===== src/rtl/core/mts_ram.sv =====
// ----------------------------------------------------------------------------
// mts_ram: generic single-clock RAM
// One write port, one read port with registered read data.
// ----------------------------------------------------------------------------
module mts_ram #(
  parameter int unsigned WIDTH = 8,
  parameter int unsigned DEPTH = 16
) (
  input  logic                     clk_i,
  input  logic                     we_i,
  input  logic [$clog2(DEPTH)-1:0] waddr_i,
  input  logic [WIDTH-1:0]         wdata_i,
  input  logic [$clog2(DEPTH)-1:0] raddr_i,
  output logic [WIDTH-1:0]         rdata_o
);

  logic [WIDTH-1:0] mem_q [DEPTH];

  // Write and registered read
  always_ff @(posedge clk_i) begin
    if (we_i) begin
      mem_q[waddr_i] <= wdata_i;
    end
    rdata_o <= mem_q[raddr_i];
  end

endmodule


===== config.mk =====
export PLATFORM = sky130hd
export DESIGN_NAME = mts_ram
export DESIGN_NICKNAME = d
export VERILOG_FILES = /design/src/rtl/core/mts_ram.sv
export SDC_FILE = /design/constraint.sdc
export NUM_CORES = 1
export LEC_CHECK = 0
export BUFFER_PORTS_ARGS = -buffer_cell sky130_fd_sc_hd__buf_2
export CAP_MARGIN = 20
export CORE_ASPECT_RATIO = 0.9
export CORE_UTILIZATION = 40
export CTS_CLUSTER_SIZE = 8
export DETAILED_ROUTE_END_ITERATION = 6
export SYNTH_ARGS = -nofsm -noshare
export SYNTH_HDL_FRONTEND = slang
export SYNTH_SLANG_ARGS = --single-unit

===== constraint.sdc =====
create_clock -name clk_i -period 1.97 [get_ports clk_i]
set_clock_uncertainty 0.15 [all_clocks]
set_input_delay 0.197 -clock clk_i [delete_from_list [all_inputs] [get_ports clk_i]]
set_output_delay 0.197 -clock clk_i [all_outputs]
set_load 0.02 [all_outputs]

After elaboration in Yosys (flattened, before gate mapping) --
Memory sizes are Yosys's and may differ from the RTL's. A register that Yosys moved wholly into a read port is not among the register bits. Cells that the tools add are included. Widths: inputs -> output; s select.
Cells by class: $mul 0, mux-type cells 2, $add $sub $neg 0, shift-type cells 0, div/mod/pow operators 0, eq/ne operators 0, bitwise operators 0, magnitude comparators 0, reduce and logical (&&, ||, !) cells 0
Operators with widths (number):
- $mux 1 | 2
Word-level totals: output and inout port bits 8, memories kept 1, bits in writable memories 128, latch bits 0, register bits 0, input port bits 18, memory bits (read-only) 0, word-level logic and storage cells 3
Memory list:
- mem_q | words 16, bits a word 8, rd ports 1, clocked after Yosys merged registers in 1, write ports 1, RTL line 17 | logic [WIDTH-1:0] mem_q [DEPTH];

Logic depth before layout (Yosys ltp) --
depth after elaboration 2, mapped depth 5, gate-level depth less buffers 3

Worst setup path after synthesis --
No wires, ideal clock.
kind input -> register, from in waddr_i[2], to mem mem_q[0][0], enable pin, data required time 1.437 ns, library setup time 0.383 ns, data arrival time 1.307 ns, cell stages on the path 2, buffers on the path 0, slack 0.130 ns, cell sequence or3b_2 -> nor3_1
RTL lines:
- start: declaration | RTL line 11 | input logic [$clog2(DEPTH)-1:0] waddr_i,
- end: declaration | RTL line 17
Straight into the memory's write port.

==> results.py <==
metrics = {
    "timing": {
        "setup_viol": 0,
        "max_freq_mhz": 635,
        "post-route-min-period_ns": 1.57,
        "rsz0062_at_grt": "no",
        "slew_viol_final": 0,
        "worst_pin_slew_ns": 0.448,
        "tns_ns": 0,
        "max_slew_margin_pct": 70.1,
        "min_period_over_period_pct": 79.9,
        "finalHoldViolations": 0,
        "hold_slack_ns": 0.0193,
    },
    "floorplan": {
        "die_area_um2": 13300,
        "rows": 38,
        "fp.coreArea_um2": 12300,
        "die_width_um": 122,
        "start_util_pct": 41.8,
        "top_level_ports": 26,
        "die_h_um": 110,
    },
    "pwr": {
        "cellPowerDensity_nw_per_um2": 1060,
        "switching_share_pct": 20.4,
        "intPower_mw": 5.22,
        "comb_power_share_pct": 5.0,
        "clkPwrFrac_pct": 45.3,
        "leakage_nw": 2.10,
        "ir_drop_v": 0.000627,
        "switching_power_mw": 1.34,
        "seqPwrFrac_pct": 49.7,
    },
    "placement": {
        "gp_congestion": 0.721,
        "hpwl_mm": 6.42,
        "portBuffers": 25,
    },
    "setup_path": {
        "critical-path-top-delay-family": "multiplexers",
        "arrival_ns": 1.71,
        "worstPathCellList": "mux4_1, a22oi_1, nand2_1",
        "max_stage_delay_ns": 0.52,
        "cp_data_required_time_ns": 2.10,
        "crit_type": "reg -> reg",
        "cp_slowest_cell": "mux4_1",
        "worstPathMaxFanout": 1,
        "end_kind": "flip-flop",
        "crit_buf_inv": 0,
        "startpoint_type": "flip-flop",
    },
    "detailed_routing": {
        "wirelength_mm": 10.0,
        "drt_iter0_markers": 251,
        "routedWlPerCell_um": 21.8,
        "drtPass1Iterations": 4,
        "final_antenna_net_count": 0,
        "vias_per_cell": 5.27,
        "drc": 0,
        "vias": 2422,
    },
    "logic_synthesis": {
        "synth_nets": 247,
        "ys_types": 19,
        "synth_top_area_cell": "edfxtp_1",
        "synth_area_per_cell_um2": 22.5,
        "synth_top_area_share_pct": 74.7,
        "synth_area_leaders": "edfxtp_1 (75%), mux4_2 (7.9%), mux4_1 (7.1%)",
        "syn_inst": 229,
        "syn_area_um2": 5150,
        "synth_seq_area_share_pct": 77.8,
        "yosysWarnings": 0,
        "synth-seq-cells": 136,
    },
    "finish": {
        "final_common_cell": "edfxtp_1",
        "mostFrequentLayoutCells": "edfxtp_1 (128), buf_2 (25), buf_4 (21)",
        "multiInputGateArea_um2": 1060,
        "layout-drive-gt1-share_pct": 31.3,
        "diodes": 0,
        "fin_nets": 305,
        "regArea_um2": 4000,
        "area_growth_pct": 19.8,
        "nFillCells": 970,
    },
    "run": {
        "maxCapViolCount": 0,
    },
    "global_routing": {
        "grt_start_max_net_pins": 33,
        "gr-total-overflow": 0,
        "grt_pass1_wl_mm": 15.3,
        "antenna_found_initial": 0,
        "grt_use_total_pct": 17.2,
        "grt_pass1_vias": 2423,
    },
    "run_status": {
        "outcome": "completed",
    },
    "clock_tree": {
        "clkLatencyLatePin_ns": 0.41,
        "cts_hold_buf": 0,
        "cts_root_buf": "clkbuf_16",
        "clk_path_buf_depth": 2,
        "htree_levels": 4,
        "cts_setup_buffers": 0,
        "cts_tree": "built",
        "path_clk_slew_ns": 0.06,
        "clock-sinks": 136,
        "ctsResizeCount": 0,
        "cts_buffers": 17,
    },
    "min_path": {
        "hp-class": "in -> reg",
    },
}
## sequential cells by signal (all words and copies together) (netlist names)
register / count
mem_q: 128
rdata_o: 8
## Yosys cell counts, drive strengths merged
library cell / number
a22oi: 16
dfxtp: 8
edfxtp: 128
and2: 1
nor2b: 1
or3b: 1
nand2b: 2
buf: 7
nor2: 13
nand3: 1
nand3b: 2
mux4: 32
nor3: 4
clkdlybuf4s25: 3
nand2: 9
and2b: 1
## per-layer routing
layer | global-route usage [%] | vias to the layer above | share of wire, % | routed length (um)
li1 | - | 1092 | - | -
met1 | 24.3 | 1247 | 47 | 4730
met2 | 25.4 | 73 | 47 | 4770
met3 | 4.67 | 10 | 4.5 | 450
met4 | 6.61 | 0 | 0.99 | 99
met5 | 0 | - | 0 | 0
## layout make-up
cell class,count,share of cell area (%)
clock inverter,14,2.15
clock buffer,18,6.96
sequential,136,64.9
tap,160,3.25
multi-input combinational,83,17.1
timing repair buffer,49,5.56
## power groups by stage
stage               Sequential (mW)  Combinational (mW)  Clock (mW)
floorplan                      3.33               0.164           0
global placement               3.32               0.330           0
detailed placement             3.32               0.335           0
CTS                            3.26               0.337        3.01
global route                   3.26               0.360        3.15
finish                         3.26               0.331        2.97
## cells by family after synthesis
| group | Yosys count | synth area share, % |
|---|---|---|
| flip-flops | 136 | 77.8 |
| AO/OA/AOI/OAI | 16 | 2.33 |
| AND/OR/NAND/NOR | 35 | 3.18 |
| buffers and inverters | 10 | 1.68 |
| multiplexers | 32 | 15.0 |
## stage by stage
step                instance area (um^2)  setup slack (ns)  std cells  power [mW]  util (%)
floorplan                           5150             0.130        229        3.50         -
global placement                    5600            0.0505        428        3.65      45.5
detailed placement                  5600            0.0302        428        3.65      45.5
CTS                                 6170             0.354        460        6.60      50.1
global route                        6170             0.334        460        6.77      50.1
finish                              6170             0.395        460        6.55      50.1
## path summary, 6_finish.rpt
kind	slack [ns]	depth (start not counted)	to	start
setup / recovery	0.40	3	rdata_o[4]	mem_q[9][4]
hold / removal	0.02	1	mem_q[3][1]	wdata_i[1]
setup reg to reg	0.40	3	rdata_o[4]	mem_q[9][4]
hold reg to reg	0.52	3	rdata_o[5]	mem_q[13][5]
(Power assumes the default switching activity.)
