$ cat src/rtl/core/mts_pkg.sv
// ----------------------------------------------------------------------------
// mts_pkg: shared types and constants of the melody tone sequencer
// Field widths, op codes, clock constants and the divider request/response.
// ----------------------------------------------------------------------------
package mts_pkg;

  // Score memory geometry
  localparam int unsigned SCORE_DEPTH = 512;
  localparam int unsigned SCORE_AW    = $clog2(SCORE_DEPTH);
  localparam int unsigned ENTRY_W     = 22;

  // Field widths
  localparam int unsigned OP_W     = 4;
  localparam int unsigned IDX_W    = 9;
  localparam int unsigned FREQ_W   = 11;
  localparam int unsigned DUR_W    = 11;
  localparam int unsigned FSH_W    = FREQ_W + 2;  // frequency after octave shift
  localparam int unsigned TICKS_W  = 9;
  localparam int unsigned PERIOD_W = 14;
  localparam int unsigned HIGH_W   = 13;
  localparam int unsigned DIVR_W   = 5;
  localparam int unsigned OCT_W    = 3;

  // Shared divider geometry
  localparam int unsigned DIVD_W    = 20;
  localparam int unsigned DIVS_W    = 13;
  localparam int unsigned DIV_CNT_W = $clog2(DIVD_W + 1);

  // Timer clocks and limits
  localparam logic [DIVD_W-1:0]   PWM_CLOCK    = DIVD_W'(1000000);
  localparam logic [DIVD_W-1:0]   TOGGLE_CLOCK = DIVD_W'(500000);
  localparam logic [PERIOD_W-1:0] PERIOD_MAX   = PERIOD_W'(16383);
  localparam logic [DIVR_W-1:0]   DIV_RESET    = DIVR_W'(20);
  localparam logic [DIVR_W-1:0]   DIV_STEP     = DIVR_W'(5);
  localparam logic [DIVR_W-1:0]   DIV_MIN      = DIVR_W'(5);
  localparam logic [DIVR_W-1:0]   DIV_MAX      = DIVR_W'(30);
  localparam logic signed [OCT_W-1:0] OCT_MIN  = -3'sd1;
  localparam logic signed [OCT_W-1:0] OCT_ONE  = 3'sd1;
  localparam logic signed [OCT_W-1:0] OCT_MAX  = 3'sd2;

  // Op codes of an input word
  typedef enum logic [OP_W-1:0] {
    OP_TICK   = 4'd0,
    OP_LOAD   = 4'd1,
    OP_PLAY   = 4'd2,
    OP_STOP   = 4'd3,
    OP_DIV_DN = 4'd4,
    OP_DIV_UP = 4'd5,
    OP_OCT_DN = 4'd6,
    OP_OCT_UP = 4'd7,
    OP_MODE   = 4'd8
  } op_e;

  // Divider request and response
  typedef struct packed {
    logic              start;
    logic [DIVD_W-1:0] dividend;
    logic [DIVS_W-1:0] divisor;
  } div_req_t;

  typedef struct packed {
    logic              done;
    logic [DIVD_W-1:0] quotient;
  } div_rsp_t;

endpackage

$ cat src/rtl/core/mts_div.sv
// ----------------------------------------------------------------------------
// mts_div: shared restoring divider
// One quotient bit per cycle; done pulses once when the quotient holds.
// ----------------------------------------------------------------------------
module mts_div import mts_pkg::*; (
  input  logic     clk_i,
  input  logic     rst_ni,
  input  div_req_t req_i,
  output div_rsp_t rsp_o
);

  logic                 busy_q;
  logic                 done_q;
  logic [DIV_CNT_W-1:0] cnt_q;
  logic [DIVS_W-1:0]    rem_q;
  logic [DIVD_W-1:0]    quo_q;
  logic [DIVS_W-1:0]    dvs_q;

  logic [DIVS_W:0]   part;
  logic [DIVS_W:0]   diff;
  logic              fits;
  logic [DIVS_W-1:0] rem_d;
  logic [DIVD_W-1:0] quo_d;

  // Trial subtract of one step
  always_comb begin
    part  = {rem_q, quo_q[DIVD_W-1]};
    diff  = part - {1'b0, dvs_q};
    fits  = part >= {1'b0, dvs_q};
    rem_d = fits ? diff[DIVS_W-1:0] : part[DIVS_W-1:0];
    quo_d = {quo_q[DIVD_W-2:0], fits};
  end

  // Load, iterate, finish
  always_ff @(posedge clk_i or negedge rst_ni) begin
    if (!rst_ni) begin
      busy_q <= 1'b0;
      done_q <= 1'b0;
      cnt_q  <= '0;
      rem_q  <= '0;
      quo_q  <= '0;
      dvs_q  <= '0;
    end else begin
      done_q <= 1'b0;
      if (req_i.start) begin
        busy_q <= 1'b1;
        cnt_q  <= DIV_CNT_W'(DIVD_W);
        rem_q  <= '0;
        quo_q  <= req_i.dividend;
        dvs_q  <= req_i.divisor;
      end else if (busy_q) begin
        rem_q <= rem_d;
        quo_q <= quo_d;
        cnt_q <= cnt_q - DIV_CNT_W'(1);
        if (cnt_q == DIV_CNT_W'(1)) begin
          busy_q <= 1'b0;
          done_q <= 1'b1;
        end
      end
    end
  end

  assign rsp_o = '{done: done_q, quotient: quo_q};

endmodule

$ cat config.mk
export PLATFORM = sky130hd
export DESIGN_NAME = mts_div
export DESIGN_NICKNAME = d
export VERILOG_FILES = /design/src/rtl/core/mts_pkg.sv /design/src/rtl/core/mts_div.sv
export SDC_FILE = /design/constraint.sdc
export NUM_CORES = 1
export LEC_CHECK = 0
export ABC_AREA = 1
export BUFFER_PORTS_ARGS = -buffer_cell sky130_fd_sc_hd__buf_2
export CORE_ASPECT_RATIO = 0.9
export CORE_MARGIN = 4
export CORE_UTILIZATION = 56
export CTS_CLUSTER_SIZE = 40
export DETAILED_ROUTE_END_ITERATION = 16
export PLACE_DENSITY = 0.8
export SYNTH_ARGS = -nofsm -noshare
export SYNTH_HDL_FRONTEND = slang
export SYNTH_SLANG_ARGS = --single-unit
export TNS_END_PERCENT = 100
$ cat constraint.sdc
create_clock -name clk_i -period 2.4 [get_ports clk_i]
set_input_delay 0.6 -clock clk_i [delete_from_list [all_inputs] [get_ports clk_i]]
set_output_delay 0.6 -clock clk_i [all_outputs]
set_load 0.02 [all_outputs]
[Word-level counts from Yosys, hierarchy flattened]
Index checks and enable logic that the tools add are counted.
Storage, ports and cells
  output and inout bits: 21
  input port bits: 36
  logic and storage cells: 24
  flip-flop bits (word level): 53
Operators by class
  muxes and demuxes: 13
  order comparisons: 1
  $add $sub $neg: 2
  reduce and logical (&&, ||, !) cells: 1
  eq/ne operators: 1
Operator list (count)
  two-way mux 20 bit: 2
  two-way mux 13 bit: 3
  greater-or-equal comparator 14 x 13 -> 1 bit: 1
  subtractor 13 bit: 1
  two-way mux 5 bit: 2
  two-way mux 1 bit: 6
  == test 5 x 1 -> 1 bit, second input constant: 1
  subtractor 5 x 1 -> 5 bit, second input constant: 1
  nonzero test 2 bit: 1

[Logic depth before layout (Yosys ltp)]
  word-level depth: 4
  mapped depth: 14
  gate-level depth less buffers: 14

[Worst setup path before layout]
Ideal clock, no wire load.
  path type: reg-to-reg
  start point: reg quo_q[19]
  end point: reg rem_q[6]
  period minus slack after synthesis: 1950 ps
  data arrival time: 1832 ps
  required time: 2282 ps
  buffers on the path: 1
  cell stages (with the launch flop): 13
  setup slack: 450 ps
  setup time: 118 ps
  path through: dfrtp_1 -> inv_1 -> ha_1 -> fa_1 -> inv_1 -> nand2_1 -> nand3_2 -> nand2_2 -> nand3_4 -> buf_12 -> nand2_2 -> nand3_2 -> o21ai_2
Between the ends
  longest elaborated chain between the ends: 4
  elaborated cells between the ends (all ways): 5
  those cells by class: 1 x add/sub; 1 x order compare; 3 x mux
RTL lines
  start: declaration: RTL line mts_div.sv:16  | logic [DIVD_W-1:0] quo_q;
  start signal: assignment: RTL line mts_div.sv:49  | quo_q <= req_i.dividend;
  start signal: assignment: RTL line mts_div.sv:53  | quo_q <= quo_d;
  subtractor 13 bit or greater-or-equal comparator 14 x 13 -> 1 bit (tied branches): RTL line mts_div.sv:28, mts_div.sv:29
  two-way mux 13 bit *: RTL line mts_div.sv:30  | rem_d = fits ? diff[DIVS_W-1:0] : part[DIVS_W-1:0];
  two-way mux 13 bit *: RTL line mts_div.sv:51  | end else if (busy_q) begin
  two-way mux 13 bit *: RTL line mts_div.sv:45  | if (req_i.start) begin
  end signal: assignment: RTL line mts_div.sv:52  | rem_q <= rem_d;
  end: declaration: RTL line mts_div.sv:15  | logic [DIVS_W-1:0] rem_q;
Mark *: on every way between the ends. The rest lies on a longest branch, timed or not. The select of a mux whose other input is x is not followed.
A chain may end at the register's enable or synchronous reset.

[Final worst setup path]
  start point: reg quo_q[19]
  end point: reg rem_q[9]
Same word-level chain as after synthesis.

==> summary.md <==
| Metric | Value |
|---|---|
| RSZ-0062 raised after global routing | `false` |
| Yosys warns | `0` |
| Int Pwr | `approximately 0.0018 W` |
| Most Used Layer, Global Route | `met2` |
| Layout Skew | `around 0.009 ns` |
| Met3 Usage GRT | `0.0365` |
| Via count | `between 2000 and 3000` |
| Overflow after GRT | `0` |
| Slew Limit Fails | `0` |
| Root Buffer | `clkbuf_8` |
| Post-synth EDFFs | `0` |
| Syn Nets | `about 480` |
| Hold_buf cts | `0` |
| Top area cells in the synthesized netlist | `dfrtp_1 40%, nand2_1 14%, inv_1 8.7%` |
| Routed WL per cell | `~14 um` |
| Mean post-synth cell area | `7.77 um2` |
| Final Setup Violations | `0` |
| Inserted Diodes | `0` |
| Area delta synth->final | `12.2%` |
| Met1 usage in global routing | `0.314` |
| Placed inst area | `between 3000 and 4000 um2` |
| Seq pwr share | `0.347` |
| Critical Path Slowest Stage Cell | `fa_1` |
| Worst Reg-to-Reg Cells | `12` |
| RR Endpoint | `rem_q[9]` |
| Post-Syn Instances | `around 420` |
| Synth top area share | `0.403` |
| Die H | `around 80 um` |
| Grt met2 use | `0.348` |
| Outcome | `completed` |
| Combinational power share | `0.500` |
| I/O Buffers | `56` |
| First-pass GRT wire length | `roughly 12000 um` |
| Syn Std Cell Area | `3290 um2` |
| PostCTS Resize Cnt | `0` |
| Fin crit share | `0.897` |
| Core area | `approximately 5700 um2` |
| CP Capture Type | `flip-flop` |
| Iteration-0 DRC Markers | `200` |
| Reg-to-Reg Start | `quo_q[19]` |
| Ys async rst share | `1.00` |
| Critical Path Source Type | `flip-flop` |
| R2R Setup Slk | `~0.25 ns` |
| Max incr delay on CP | `0.40 ns` |
| #FFs+latches synth | `53` |
| Die ar. | `about 7200 um2` |
| Post-synth cell types | `37` |
| Crit-path most repeated cell | `nand2_1` |
| Worst-Skew Late Latency | `between 0.3 and 0.4 ns` |
| CTS sink cnt | `53` |
| Worst slew margin | `0.689` |
| Final antenna-violating net count | `0` |
| Arrival @ worst endpoint | `about 2.4 ns` |
| Power Density | `~890 nW/um2` |
| CP required | `roughly 2.7 ns` |
| Fin worst setup slack | `approximately 0.25 ns` |
| Static Leakage | `2.04 nW` |
| Drt via density | `around 5.3` |
| Largest net degree at the start of global routing | `54` |
| Number of global-route vias before repair | `roughly 2700` |
| Critical path type | `flip-flop to flip-flop` |
| Critical path's top delay family | `simple AND/OR/NAND/NOR gates` |
| Psw | `approximately 0.0015 W` |
| CTS tree | `done` |
| Critical-path cell list | `inv_1 > ha_1 > fa_1 > inv_1 > nand2_1 > nand3_2 > nand2_2 > nand3_4 > nand2_1 > nand2_1 > nand2_1 > nand2_1` |
| H-tree depth | `2` |
| Gpl congestion | `0.921` |
| Final hold violation count | `0` |
| Post-CTS Setup Bufs | `0` |
| Clock buffer depth | `2` |
| Clock Power Share | `0.152` |
| Worst slew pin tran | `0.466 ns` |
| Layout cell share with drive strength beyond 1 | `0.210` |
| Worst VDD drop | `~0.00056 V` |
| Site Rows | `26` |
| Total power | `0.00329 W` |
| Post-route DRC | `0` |
| Overall fraction of global-route tracks in use | `0.220` |
| Fmax | `approximately 460 MHz` |
| Initial antenna violation count | `0` |
| Fin util | `0.649` |
| Area leader, netlist | `dfrtp_1` |
| Min Tclk post-route | `about 2.2 ns` |
| DP HPWL | `about 5800 um` |
| Synth Flop Type | `dfrtp_1` |
| Max-cap violations | `0` |
| Total CTS buffers | `5` |
| CP max FO | `15` |
| Clock transition at the registers of the reported paths | `around 0.090 ns` |
| Die W | `~89 um` |
| Hold Path Class | `primary input to asynchronous set/reset pin` |
| Starting density of the core | `0.578` |
| Setup TNS | `0 ns` |
| Finished Cell Area | `3700 um2` |
| Ports | `57` |
| Fin nets | `~530` |
| Post-Place Setup Slack | `about 0.28 ns` |
| DRT Pass-1 Iters | `5` |
| Sequential area share after synthesis | `0.403` |
| Switching Share | `0.442` |
| Drt total wl | `7560 um` |
| Worst path bufs/invs | `2` |
## layer usage
metal	vias up	routed length, um
met5	-	0
met4	0	90
met3	9	460
met2	93	3490
met1	1366	3520
li1	1469	-
## flip-flops by register name (all words and copies together), names as in the netlist
register,flops
busy_q,1
cnt_q,5
done_q,1
dvs_q,13
quo_q,20
rem_q,13
## cells in the mapped netlist, types with 4 or more instances
cell type  count
nand4_1       17
o221ai_1      16
nor2_2         4
nand3_2        7
dfrtp_1       53
o21ai_0       17
ha_1          15
nand3_1       22
a21oi_1        4
o21ai_1        4
nand2_1      121
inv_1         76
inv_2          4
nand2_2       10
nor2_1        17
## worst max-delay path by stage
stage                     startpoint   endpoint  slack, ns  depth (start not counted)
after global routing       quo_q[19]   rem_q[9]        0.1                         12
after CTS                  quo_q[19]   rem_q[9]       0.26                         12
after detailed placement   quo_q[19]   rem_q[9]       0.28                         12
after floorplan            quo_q[19]   rem_q[6]       0.45                         12
final                      quo_q[19]   rem_q[9]       0.25                         12
after global placement     quo_q[19]  rem_q[11]       0.34                         12
## power groups by stage
stage          Clock, W  Sequential (W)  Combinational, W
3_5_place_dp          0         0.00116           0.00163
6_report       0.000501         0.00114           0.00165
3_3_place_gp          0         0.00115           0.00160
2_1_floorplan         0         0.00118           0.00127
5_1_grt        0.000550         0.00116           0.00186
4_1_cts        0.000518         0.00114           0.00165
## through the flow
| step | hold slack [ns] | instances |
|---|---|---|
| 6_report | 0.258 | 550 |
| 4_1_cts | 0.277 | 550 |
| 2_1_floorplan | 0.304 | 424 |
| 5_1_grt | 0.287 | 550 |
| 3_5_place_dp | 0.480 | 542 |
| 3_3_place_gp | 0.473 | 542 |
## cell usage in the layout, fill, tap and decap left out, drive strengths merged, types with 15 or more instances in the layout
master and instances:
nand2 131, inv 80, buf 63, dfrtp 53, nand3 30, o21ai 23, nor2 22, nand4 18
o221ai 16, ha 15
## final cells by class
| cell class | count | area [um2] |
|---|---|---|
| Tap cell | 70 | 87.6 |
| Inverter | 81 | 304 |
| Fill cell | 498 | 2000 |
| Timing Repair Buffer | 63 | 345 |
| Clock inverter | 2 | 15.0 |
| Sequential cell | 53 | 1330 |
| Clock buffer | 6 | 72.6 |
| Multi-Input combinational cell | 275 | 1550 |
## logic make-up (layout without fill, tap and decap cells)
family,count (synthesis),after routing,share of synthesized area
simple gates,203,203,0.287
buf+inv,96,152,0.128
flops,53,53,0.403
compound gates,52,52,0.109
fa+ha+maj,16,16,0.0631
xor+xnor,4,4,0.0106
Note: power is estimated with default switching activity, not from simulation.
